<file path="src/hdl/icd_pkg.sv">
// Package for the input chord detector: field widths, operation and mode codes,
// and the struct passed from the front end to the back end. No dependencies.
package icd_pkg;

  localparam int MaxShortcutsDef = 8;
  localparam int SlotsPerShortcutDef = 4;
  localparam int DeviceIdsDef = 16;

  localparam int EntryW = 3;
  localparam int SlotW = 2;
  localparam int TypeW = 8;
  localparam int CodeW = 10;
  localparam int ValueW = 16;
  localparam int TrigHiW = 15;
  localparam int MaskW = 16;
  localparam int DevW = 4;

  typedef enum logic [1:0] {
    OP_EVENT  = 2'd0,
    OP_SLOT   = 2'd1,
    OP_HEADER = 2'd2,
    OP_NONE   = 2'd3
  } op_t;

  typedef enum logic [1:0] {
    MODE_OFF  = 2'd0,
    MODE_SIM  = 2'd1,
    MODE_CONS = 2'd2,
    MODE_BAD  = 2'd3
  } mode_t;

  typedef enum logic [1:0] {ST_IDLE, ST_SCAN, ST_FLUSH} state_t;

  // One classified item in the queue; only input events and in-range
  // table writes are queued. The last member sits in the lowest bits, so the
  // operation occupies bits 1:0 of the packed item.
  typedef struct packed {
    logic [MaskW-1:0]         mask;
    mode_t                    mode;
    logic [TrigHiW-1:0]       trig_hi;
    logic signed [ValueW-1:0] trig_lo;
    logic                     slot_valid;
    logic [SlotW-1:0]         slot;
    logic [EntryW-1:0]        entry;
    logic signed [ValueW-1:0] value;
    logic [CodeW-1:0]         ecode;
    logic [TypeW-1:0]         etype;
    logic [DevW-1:0]          dev;
    op_t                      op;
  } item_t;

  localparam int InW = 2 + DevW + TypeW + CodeW + ValueW + EntryW + SlotW + 1 + ValueW
                       + TrigHiW + 2 + MaskW;
  localparam int InBytesW = ((InW + 7) / 8) * 8;

endpackage

</file>
<file path="src/hdl/icd_front.sv">
// Front end of the chord detector: accepts items, unpacks and filters them,
// and holds them in a small queue. Depends on icd_pkg.
module icd_front #(
  parameter int MAX_SHORTCUTS = icd_pkg::MaxShortcutsDef,
  parameter int SLOTS_PER_SHORTCUT = icd_pkg::SlotsPerShortcutDef
) (
  input  logic                       clk,
  input  logic                       rst_n,
  input  logic                       in_tvalid,
  output logic                       in_tready,
  input  logic [icd_pkg::InBytesW-1:0] in_tdata,
  output logic                       q_valid,
  input  logic                       q_pop,
  output icd_pkg::item_t             q_item
);
  import icd_pkg::*;

  localparam int Depth = 2;

  item_t      mem_r [Depth];
  logic       wp_r, rp_r;
  logic [1:0] cnt_r;
  item_t      it;
  logic       keep, push;

  assign it = item_t'(in_tdata[InW-1:0]);

  always_comb begin
    case (it.op)
      OP_EVENT:  keep = 1'b1;
      OP_SLOT:   keep = (32'(it.entry) < MAX_SHORTCUTS) &&
                        (32'(it.slot) < SLOTS_PER_SHORTCUT);
      OP_HEADER: keep = 32'(it.entry) < MAX_SHORTCUTS;
      default:   keep = 1'b0;
    endcase
  end

  assign in_tready = (cnt_r != 2'(Depth));
  assign push = in_tvalid && in_tready && keep;
  assign q_valid = (cnt_r != 2'd0);
  assign q_item = mem_r[rp_r];

  always_ff @(posedge clk) begin
    if (push) begin
      mem_r[wp_r] <= it;
    end
  end

  always_ff @(posedge clk) begin
    if (!rst_n) begin
      wp_r <= 1'b0;
      rp_r <= 1'b0;
      cnt_r <= 2'd0;
    end else begin
      if (push) wp_r <= ~wp_r;
      if (q_pop) rp_r <= ~rp_r;
      cnt_r <= cnt_r + 2'(push) - 2'(q_pop);
    end
  end

  assert property (@(posedge clk) disable iff (!rst_n) q_pop |-> q_valid)
    else $error("queue popped while empty");
  assert property (@(posedge clk) disable iff (!rst_n) cnt_r <= 2'(Depth))
    else $error("queue count overflow");
  assert property (@(posedge clk) disable iff (!rst_n) (push && !q_pop) |=> q_valid)
    else $error("pushed item not visible");

endmodule

</file>
<file path="src/hdl/icd_back.sv">
// Back end of the chord detector: holds the shortcut table and walks the
// entries one per cycle for each event, unless a pending result cannot move out. Depends on icd_pkg.
module icd_back #(
  parameter int MAX_SHORTCUTS = icd_pkg::MaxShortcutsDef,
  parameter int SLOTS_PER_SHORTCUT = icd_pkg::SlotsPerShortcutDef,
  parameter int DEVICE_IDS = icd_pkg::DeviceIdsDef
) (
  input  logic                       clk,
  input  logic                       rst_n,
  input  logic                       q_valid,
  output logic                       q_pop,
  input  icd_pkg::item_t             q_item,
  output logic                       out_tvalid,
  input  logic                       out_tready,
  output logic [7:0]                 out_tdata,
  output logic                       out_tlast
);
  import icd_pkg::*;

  localparam int EW = (MAX_SHORTCUTS > 1) ? $clog2(MAX_SHORTCUTS) : 1;

  state_t state_r, state_nxt;
  logic [EW-1:0] idx_r, idx_nxt;
  item_t         ev_r;

  logic                     s_valid_r [MAX_SHORTCUTS][SLOTS_PER_SHORTCUT];
  logic                     s_press_r [MAX_SHORTCUTS][SLOTS_PER_SHORTCUT];
  logic [TypeW-1:0]         s_type_r  [MAX_SHORTCUTS][SLOTS_PER_SHORTCUT];
  logic [CodeW-1:0]         s_code_r  [MAX_SHORTCUTS][SLOTS_PER_SHORTCUT];
  logic signed [ValueW-1:0] s_lo_r    [MAX_SHORTCUTS][SLOTS_PER_SHORTCUT];
  logic [TrigHiW-1:0]       s_hi_r    [MAX_SHORTCUTS][SLOTS_PER_SHORTCUT];
  mode_t                    h_mode_r  [MAX_SHORTCUTS];
  logic [MaskW-1:0]         h_mask_r  [MAX_SHORTCUTS];

  // Pending result held until a later fire sends it out, or the end of the scan sends it with tlast set.
  logic          pend_r, pend_nxt;
  logic [EW-1:0] pidx_r, pidx_nxt;
  logic          ov_r, ov_nxt;
  logic [2:0]    od_r, od_nxt;
  logic          ol_r, ol_nxt;

  logic dev_ok, active, all_pr, fire, emit_ok;
  logic new_press [SLOTS_PER_SHORTCUT];
  logic hit [SLOTS_PER_SHORTCUT];

  always_comb begin
    if (h_mask_r[idx_r] == {MaskW{1'b1}}) dev_ok = 1'b1;
    else if (32'(ev_r.dev) >= DEVICE_IDS) dev_ok = 1'b0;
    else dev_ok = h_mask_r[idx_r][ev_r.dev];
    active = (h_mode_r[idx_r] == MODE_SIM || h_mode_r[idx_r] == MODE_CONS) && dev_ok;
    all_pr = 1'b1;
    for (int j = 0; j < SLOTS_PER_SHORTCUT; j++) begin
      hit[j] = s_valid_r[idx_r][j] && s_type_r[idx_r][j] == ev_r.etype &&
               s_code_r[idx_r][j] == ev_r.ecode;
      if (s_lo_r[idx_r][j] < 0 || s_hi_r[idx_r][j] != '0)
        new_press[j] = (s_lo_r[idx_r][j] < 0 && ev_r.value <= s_lo_r[idx_r][j]) ||
                       (s_hi_r[idx_r][j] != '0 &&
                        ev_r.value >= $signed({1'b0, s_hi_r[idx_r][j]}));
      else
        new_press[j] = ev_r.value != '0;
      if (s_valid_r[idx_r][j] && !(hit[j] ? new_press[j] : s_press_r[idx_r][j]))
        all_pr = 1'b0;
    end
    fire = active && h_mode_r[idx_r] == MODE_SIM && all_pr;
  end

  assign emit_ok = !ov_r || out_tready;

  always_comb begin
    state_nxt = state_r;
    idx_nxt = idx_r;
    pend_nxt = pend_r;
    pidx_nxt = pidx_r;
    ov_nxt = ov_r && !out_tready;
    od_nxt = od_r;
    ol_nxt = ol_r;
    q_pop = 1'b0;
    case (state_r)
      ST_IDLE: begin
        if (q_valid) begin
          q_pop = 1'b1;
          if (q_item.op == OP_EVENT) begin
            state_nxt = ST_SCAN;
            idx_nxt = '0;
          end
        end
      end
      ST_SCAN: begin
        // Stall the walk while the entry fires, a result is pending and the output cannot take it.
        if (!(fire && pend_r && !emit_ok)) begin
          if (fire) begin
            if (pend_r) begin
              ov_nxt = 1'b1;
              od_nxt = 3'(pidx_r);
              ol_nxt = 1'b0;
            end
            pend_nxt = 1'b1;
            pidx_nxt = idx_r;
          end
          if (32'(idx_r) == MAX_SHORTCUTS - 1) state_nxt = ST_FLUSH;
          else idx_nxt = idx_r + 1'b1;
        end
      end
      ST_FLUSH: begin
        if (!pend_r) state_nxt = ST_IDLE;
        else if (emit_ok) begin
          ov_nxt = 1'b1;
          od_nxt = 3'(pidx_r);
          ol_nxt = 1'b1;
          pend_nxt = 1'b0;
          state_nxt = ST_IDLE;
        end
      end
      default: state_nxt = ST_IDLE;
    endcase
  end

  logic scan_step;
  assign scan_step = state_r == ST_SCAN && !(fire && pend_r && !emit_ok);

  always_ff @(posedge clk) begin
    if (!rst_n) begin
      state_r <= ST_IDLE;
      idx_r <= '0;
      pend_r <= 1'b0;
      ov_r <= 1'b0;
      for (int i = 0; i < MAX_SHORTCUTS; i++) begin
        h_mode_r[i] <= MODE_OFF;
        h_mask_r[i] <= '0;
        for (int j = 0; j < SLOTS_PER_SHORTCUT; j++) begin
          s_valid_r[i][j] <= 1'b0;
          s_press_r[i][j] <= 1'b0;
        end
      end
    end else begin
      state_r <= state_nxt;
      idx_r <= idx_nxt;
      pend_r <= pend_nxt;
      ov_r <= ov_nxt;
      if (q_pop && q_item.op == OP_SLOT) begin
        s_valid_r[EW'(q_item.entry)][SlotW'(q_item.slot)] <= q_item.slot_valid;
        s_press_r[EW'(q_item.entry)][SlotW'(q_item.slot)] <= 1'b0;
      end
      if (q_pop && q_item.op == OP_HEADER) begin
        h_mode_r[EW'(q_item.entry)] <= q_item.mode;
        h_mask_r[EW'(q_item.entry)] <= q_item.mask;
      end
      if (scan_step && active) begin
        for (int j = 0; j < SLOTS_PER_SHORTCUT; j++) begin
          if (hit[j]) s_press_r[idx_r][j] <= new_press[j];
        end
      end
    end
  end

  always_ff @(posedge clk) begin
    pidx_r <= pidx_nxt;
    od_r <= od_nxt;
    ol_r <= ol_nxt;
    if (q_pop && q_item.op == OP_EVENT) ev_r <= q_item;
    if (q_pop && q_item.op == OP_SLOT) begin
      s_type_r[EW'(q_item.entry)][SlotW'(q_item.slot)] <= q_item.etype;
      s_code_r[EW'(q_item.entry)][SlotW'(q_item.slot)] <= q_item.ecode;
      s_lo_r[EW'(q_item.entry)][SlotW'(q_item.slot)] <= q_item.trig_lo;
      s_hi_r[EW'(q_item.entry)][SlotW'(q_item.slot)] <= q_item.trig_hi;
    end
  end

  assign out_tvalid = ov_r;
  assign out_tdata = {5'd0, od_r};
  assign out_tlast = ol_r;

  assert property (@(posedge clk) disable iff (!rst_n) (out_tvalid && !out_tready) |=> out_tvalid)
    else $error("result dropped");
  assert property (@(posedge clk) disable iff (!rst_n) q_pop |-> state_r == ST_IDLE)
    else $error("queue read during scan");
  assert property (@(posedge clk) disable iff (!rst_n) (state_r == ST_IDLE) |-> !pend_r)
    else $error("pending result left after scan");

endmodule

</file>
<file path="src/hdl/input_chord_detector.sv">
// Input chord detector top level: front end queue feeding the table walker.
// Depends on icd_pkg, icd_front and icd_back.
// The walker checks an event against all entries, one entry per cycle unless a pending
// result cannot move out; the queue holds further items until the walker is idle again.
// Synchronous active-low reset clears the queue, all slot valid and pressed bits,
// and all headers to disabled with a zero device mask.
module input_chord_detector #(
  parameter int MAX_SHORTCUTS = icd_pkg::MaxShortcutsDef,
  parameter int SLOTS_PER_SHORTCUT = icd_pkg::SlotsPerShortcutDef,
  parameter int DEVICE_IDS = icd_pkg::DeviceIdsDef
) (
  input  logic                         clk,
  input  logic                         rst_n,
  input  logic                         in_tvalid,
  output logic                         in_tready,
  // operation, device_id, event_type, event_code, event_value, entry_index,
  // slot_index, slot_valid, low threshold, high threshold, group_mode, allowed_devices
  input  logic [icd_pkg::InBytesW-1:0] in_tdata,
  output logic                         out_tvalid,
  input  logic                         out_tready,
  // fired_shortcut
  output logic [7:0]                   out_tdata,
  output logic                         out_tlast
);
  import icd_pkg::*;

  logic  q_valid, q_pop;
  item_t q_item;

  icd_front #(.MAX_SHORTCUTS(MAX_SHORTCUTS), .SLOTS_PER_SHORTCUT(SLOTS_PER_SHORTCUT)) u_front (
    .clk, .rst_n, .in_tvalid, .in_tready, .in_tdata, .q_valid, .q_pop, .q_item
  );

  icd_back #(.MAX_SHORTCUTS(MAX_SHORTCUTS), .SLOTS_PER_SHORTCUT(SLOTS_PER_SHORTCUT),
             .DEVICE_IDS(DEVICE_IDS)) u_back (
    .clk, .rst_n, .q_valid, .q_pop, .q_item, .out_tvalid, .out_tready, .out_tdata, .out_tlast
  );

endmodule
</file>
<file path="config.mk">
export PLATFORM = sky130hd
export DESIGN_NAME = input_chord_detector
export DESIGN_NICKNAME = d
export VERILOG_FILES = /design/src/hdl/icd_pkg.sv /design/src/hdl/icd_front.sv /design/src/hdl/icd_back.sv /design/src/hdl/input_chord_detector.sv
export SDC_FILE = /design/constraint.sdc
export NUM_CORES = 2
export LEC_CHECK = 0
export ABC_AREA = 1
export ABC_CLOCK_PERIOD_IN_PS = 9100
export BUFFER_PORTS_ARGS = -buffer_cell sky130_fd_sc_hd__buf_2
export CAP_MARGIN = 20
export CORE_ASPECT_RATIO = 2
export CORE_MARGIN = 3
export CORE_UTILIZATION = 25
export CTS_CLUSTER_DIAMETER = 60
export DETAILED_ROUTE_END_ITERATION = 8
export SYNTH_ARGS = -nofsm -noshare
export SYNTH_HDL_FRONTEND = slang
export SYNTH_SLANG_ARGS = --single-unit
</file>
<file path="constraint.sdc">
create_clock -name clk -period 9.1 [get_ports clk]
set_input_delay 0.91 -clock clk [delete_from_list [all_inputs] [get_ports clk]]
set_output_delay 0.91 -clock clk [all_outputs]
set_load 0.05 [all_outputs]
</file>
==> summary.md <==
| Metric | Value |
|---|---|
| Post-cts sizing count | `0` |
| Vert. Die Dim | `between 800 and 900 um` |
| H-tree levels | `4` |
| Die width | `approximately 420 um` |
| NetSw | `0.00718 W` |
| Core area | `between 300000 and 400000 um^2` |
| Slew Limit Fails | `0` |
| Pwr per Cell Area | `between 200 and 250 nW/um^2` |
| Clk_lat worst skew | `about 0.85 ns` |
| Yosys warnings | `0` |
| Nets | `between 8000 and 9000` |
| Final HPWL DP | `approximately 160 mm` |
| # port buffers | `around 100` |
| Seq pwr share | `between 50% and 60%` |
| Starting density of the core | `roughly a quarter` |
| Int Power | `0.0164 W` |
| Boundary pin count | `~110` |
| Tmin final | `about 6.8 ns` |
| Post-CTS Setup Repair Bufs | `0` |
| Vias per cell | `about 4.6` |
| Layout cells sized above 1 | `just under 7%` |
| RSZ-0062 raised after global routing | `no` |
| Tightest Pin Transition | `between 1 and 1.5 ns` |
| Hold_ws | `~0.26 ns` |
| Req. time, crit path | `a little under 10 ns` |
| CTS root buf | `clkbuf_16` |
| Clock Skew | `~0.054 ns` |
| Maximum clock frequency | `about 150 MHz` |
| Row count | `about 300` |
| # setup viols final | `0` |
| Leakage | `roughly 36 nW` |
| Post-DR wirelength/cell | `approximately 21 um` |
| Final hold vios | `0` |
| DRC | `0` |
| Status | `finished clean` |
| Total gr overflow | `0` |
| Sw Share | `30.5%` |
| Max clock buf depth | `4` |
| Clk sinks | `around 2000` |
| GP Congestion | `~0.92` |
| Kind of critical path | `register to register` |
| Netlist Area Pre-Place | `a little under 90000 um^2` |
| Max Fanout on Critical Path | `115` |
| Vias in the first global route | `56400` |
| Total die area | `around 360000 um^2` |
| Worst vdd ir | `0.000348 V` |
| Sequential area share after synthesis | `a little over two thirds` |
| Max_slew headroom | `a little under a fifth` |
| Max Cap Viol | `0` |
| Syn-to-layout area delta | `13.1%` |
| Router iterations before antenna repair | `6` |
| First-pass GRT wire length | `approximately 370 mm` |
| CTS buffer count | `~160` |
| Area occupied by multi-input gates | `about 23000 um^2` |
| Clk pwr share | `29.6%` |
| Fin crit share | `around three quarters` |
| All-Layer GR Usage | `between 10% and 20%` |
| Vias post-DR | `roughly 58000` |
| Drt initial violations | `5056` |
| CTS tree | `yes` |
| Yosys cell types | `48` |
| Crit path DAT | `approximately 7.4 ns` |
| Cts-stage hold buffer count | `0` |
| Hold WC Path Type | `input port to register` |
| Post-Syn Instances | `~7900` |
| Setup_tns | `0 ns` |
| Register area | `~61000 um^2` |
| Filler instances | `35600` |
| Largest net degree at the start of global routing | `176` |
| Crit. End Element | `register` |
| Syn_area_per_cell | `between 10 and 15 um^2` |
| Crit start category | `register` |
| Number of synthesized register bits | `just over 2000` |
| Logic pwr share | `20.3%` |
| Initial antenna violation count | `6` |
| ANT nets after route | `0` |
| Clk pin slew, worst setup/hold paths | `0.07 ns` |
| Routed WL | `about 260 mm` |
cells in the mapped netlist (all sizes together):
library cell  number  area, um^2
a21boi             1        7.51
a21o               1        7.51
a21oi             81         409
a221oi             8        70.1
a311oi             2        17.5
a31oi              7        43.8
and2               6        37.5
and3               4        25.0
buf              204        1090
clkbuf           196         736
clkinv             1        3.75
conb               1        3.75
dfxtp             17         340
edfxtp          2009       60300
ha               132        1650
inv              499        1880
mux2i             19         190
nand2           1886        7090
nand3            481        2430
nand3b             2        15.0
nand4             21         131
nor2            1313        4940
nor3              35         175
nor3b              2        15.0
nor4              10        62.6
nor4b              2        17.5
o2111ai            5        56.3
o211ai            23         173
o21a               4        30.0
o21ai            753        3770
o21bai             6        45.0
o221ai            59         517
o22ai             89         557
or2               11        68.8
xor2               1        8.76
power by group through the flow:
stage | Sequential (W) | Clock, W | Combinational (W)
global route | 0.0118 | 0.00738 | 0.00528
detailed placement | 0.0120 | 0 | 0.00457
global placement | 0.0120 | 0 | 0.00449
floorplan | 0.0119 | 0 | 0.00286
finish | 0.0118 | 0.00698 | 0.00479
CTS | 0.0118 | 0.00710 | 0.00458
per-layer routing:
layer / share of wire (%) / track usage (%) / vias up
li1: - / - / 27100
met1: 34 / 14.0 / 28500
met2: 54 / 27.2 / 1831
met3: 4.1 / 1.20 / 725
met4: 8.2 / 10.3 / 2
met5: 0.0050 / 0 / -
path summary, 6_finish.rpt:
path / startpoint / to / slack [ns] / cells past startpoint
min: in_tdata[44] / u_front.mem_r[0][44]$_DFFE_PP_ / 0.26 / 1
max reg2reg: register / register / 2.28 / 25
max: register / register / 2.28 / 25
min reg2reg: u_back.pidx_r[1]$_DFFE_PP_ / u_back.od_r[1]$_DFFE_PP_ / 0.46 / 0
cells in the final DEF, fill, tap and decap left out, types with 6 or more instances in the layout:
cell type	synthesis	routed
edfxtp_1	2009	2009
nand2_1	1880	1880
nor2_1	1309	1274
o21ai_0	573	573
inv_1	491	489
nand3_1	477	477
o21ai_1	180	180
clkbuf_16	0	160
ha_1	132	132
buf_2	134	104
buf_4	29	103
o22ai_1	89	89
a21oi_1	80	80
o221ai_1	59	59
nor2_4	1	36
nor3_1	35	35
clkinv_1	1	29
clkinv_2	0	28
o211ai_1	23	23
clkbuf_1	196	23
nand4_1	21	21
mux2i_1	19	19
buf_16	0	19
buf_12	0	17
bufinv_16	0	14
dfxtp_1	17	13
clkinvlp_4	0	12
nor4_1	10	10
or2_2	9	9
a221oi_1	8	8
inv_6	0	7
a31oi_1	7	7
o21bai_1	6	6
and2_1	6	6
nand2_2	6	6
per-stage QoR:
stage,util (%),total power [W],worst slack (ns),instances,area (um^2)
finish,28.4,0.0236,2.28,12600,98300
global route,28.4,0.0245,2.03,12600,98300
CTS,28.3,0.0235,2.50,12600,97800
detailed placement,26.9,0.0166,2.51,12300,92800
global placement,26.8,0.0165,2.57,12300,92800
floorplan,-,0.0148,3.34,7895,87000
sequential cells by signal (all words and copies together), names as in the netlist, 2 cells and up, named ones only:
name and count:
u_back.s_type_r 256, u_back.s_code_r 320, u_back.h_mode_r 16, u_back.h_mask_r 128, u_back.od_r 3, u_front.mem_r 190, u_back.pidx_r 3, u_back.state_r 2
u_back.s_press_r 32, u_back.s_hi_r 480, u_back.s_valid_r 32, u_front.cnt_r 2, u_back.ev_r 38, u_back.s_lo_r 512, u_back.idx_r 3
final cells by class:
cell class | count | share of cell area, %
well taps | 4605 | 5.86
clock inverters | 92 | 0.865
flip-flops and latches | 2026 | 61.7
clock buffers | 184 | 4.17
multi-input cells | 4969 | 23.2
repair buffers | 243 | 2.19
inverters | 500 | 1.93
diodes | 1 | 0.00255
cells by family (layout without fill, tap and decap cells):
logic type / count (synthesis) / count (layout) / share of synthesized area (%)
compound gates: 1039 / 1039 / 6.56
xor+xnor: 1 / 1 / 0.0101
fa+ha+maj: 132 / 132 / 1.90
buf+inv: 900 / 1019 / 4.26
flops: 2026 / 2026 / 69.8
mux: 19 / 19 / 0.219
other cells: 1 / 6 / 0.00431
simple gates: 3773 / 3773 / 17.3
worst max-delay path: stages, from the launching register on:
cell and delay (ns):
dfxtp_4 0.54, inv_8 0.58, buf_12 0.45, o21ai_0 0.20, o221ai_1 0.22, o21ai_0 0.13, ha_1 0.32, nand2_1 0.07
nor2_1 0.45, nand2_1 0.11, nand2_1 0.20, nand2_1 0.11, nand2_1 0.07, nand2_1 0.04, nand3_1 0.08, nand2_1 0.11
nand2_1 0.47, nor2_1 0.08, nor2_1 0.10, nor2_1 0.06, nor2_1 0.22, and2_1 0.34, nand3_1 0.20, nand2_1 0.16
nand2_1 0.06, a21oi_1 0.92
(Power assumes the default switching activity.)
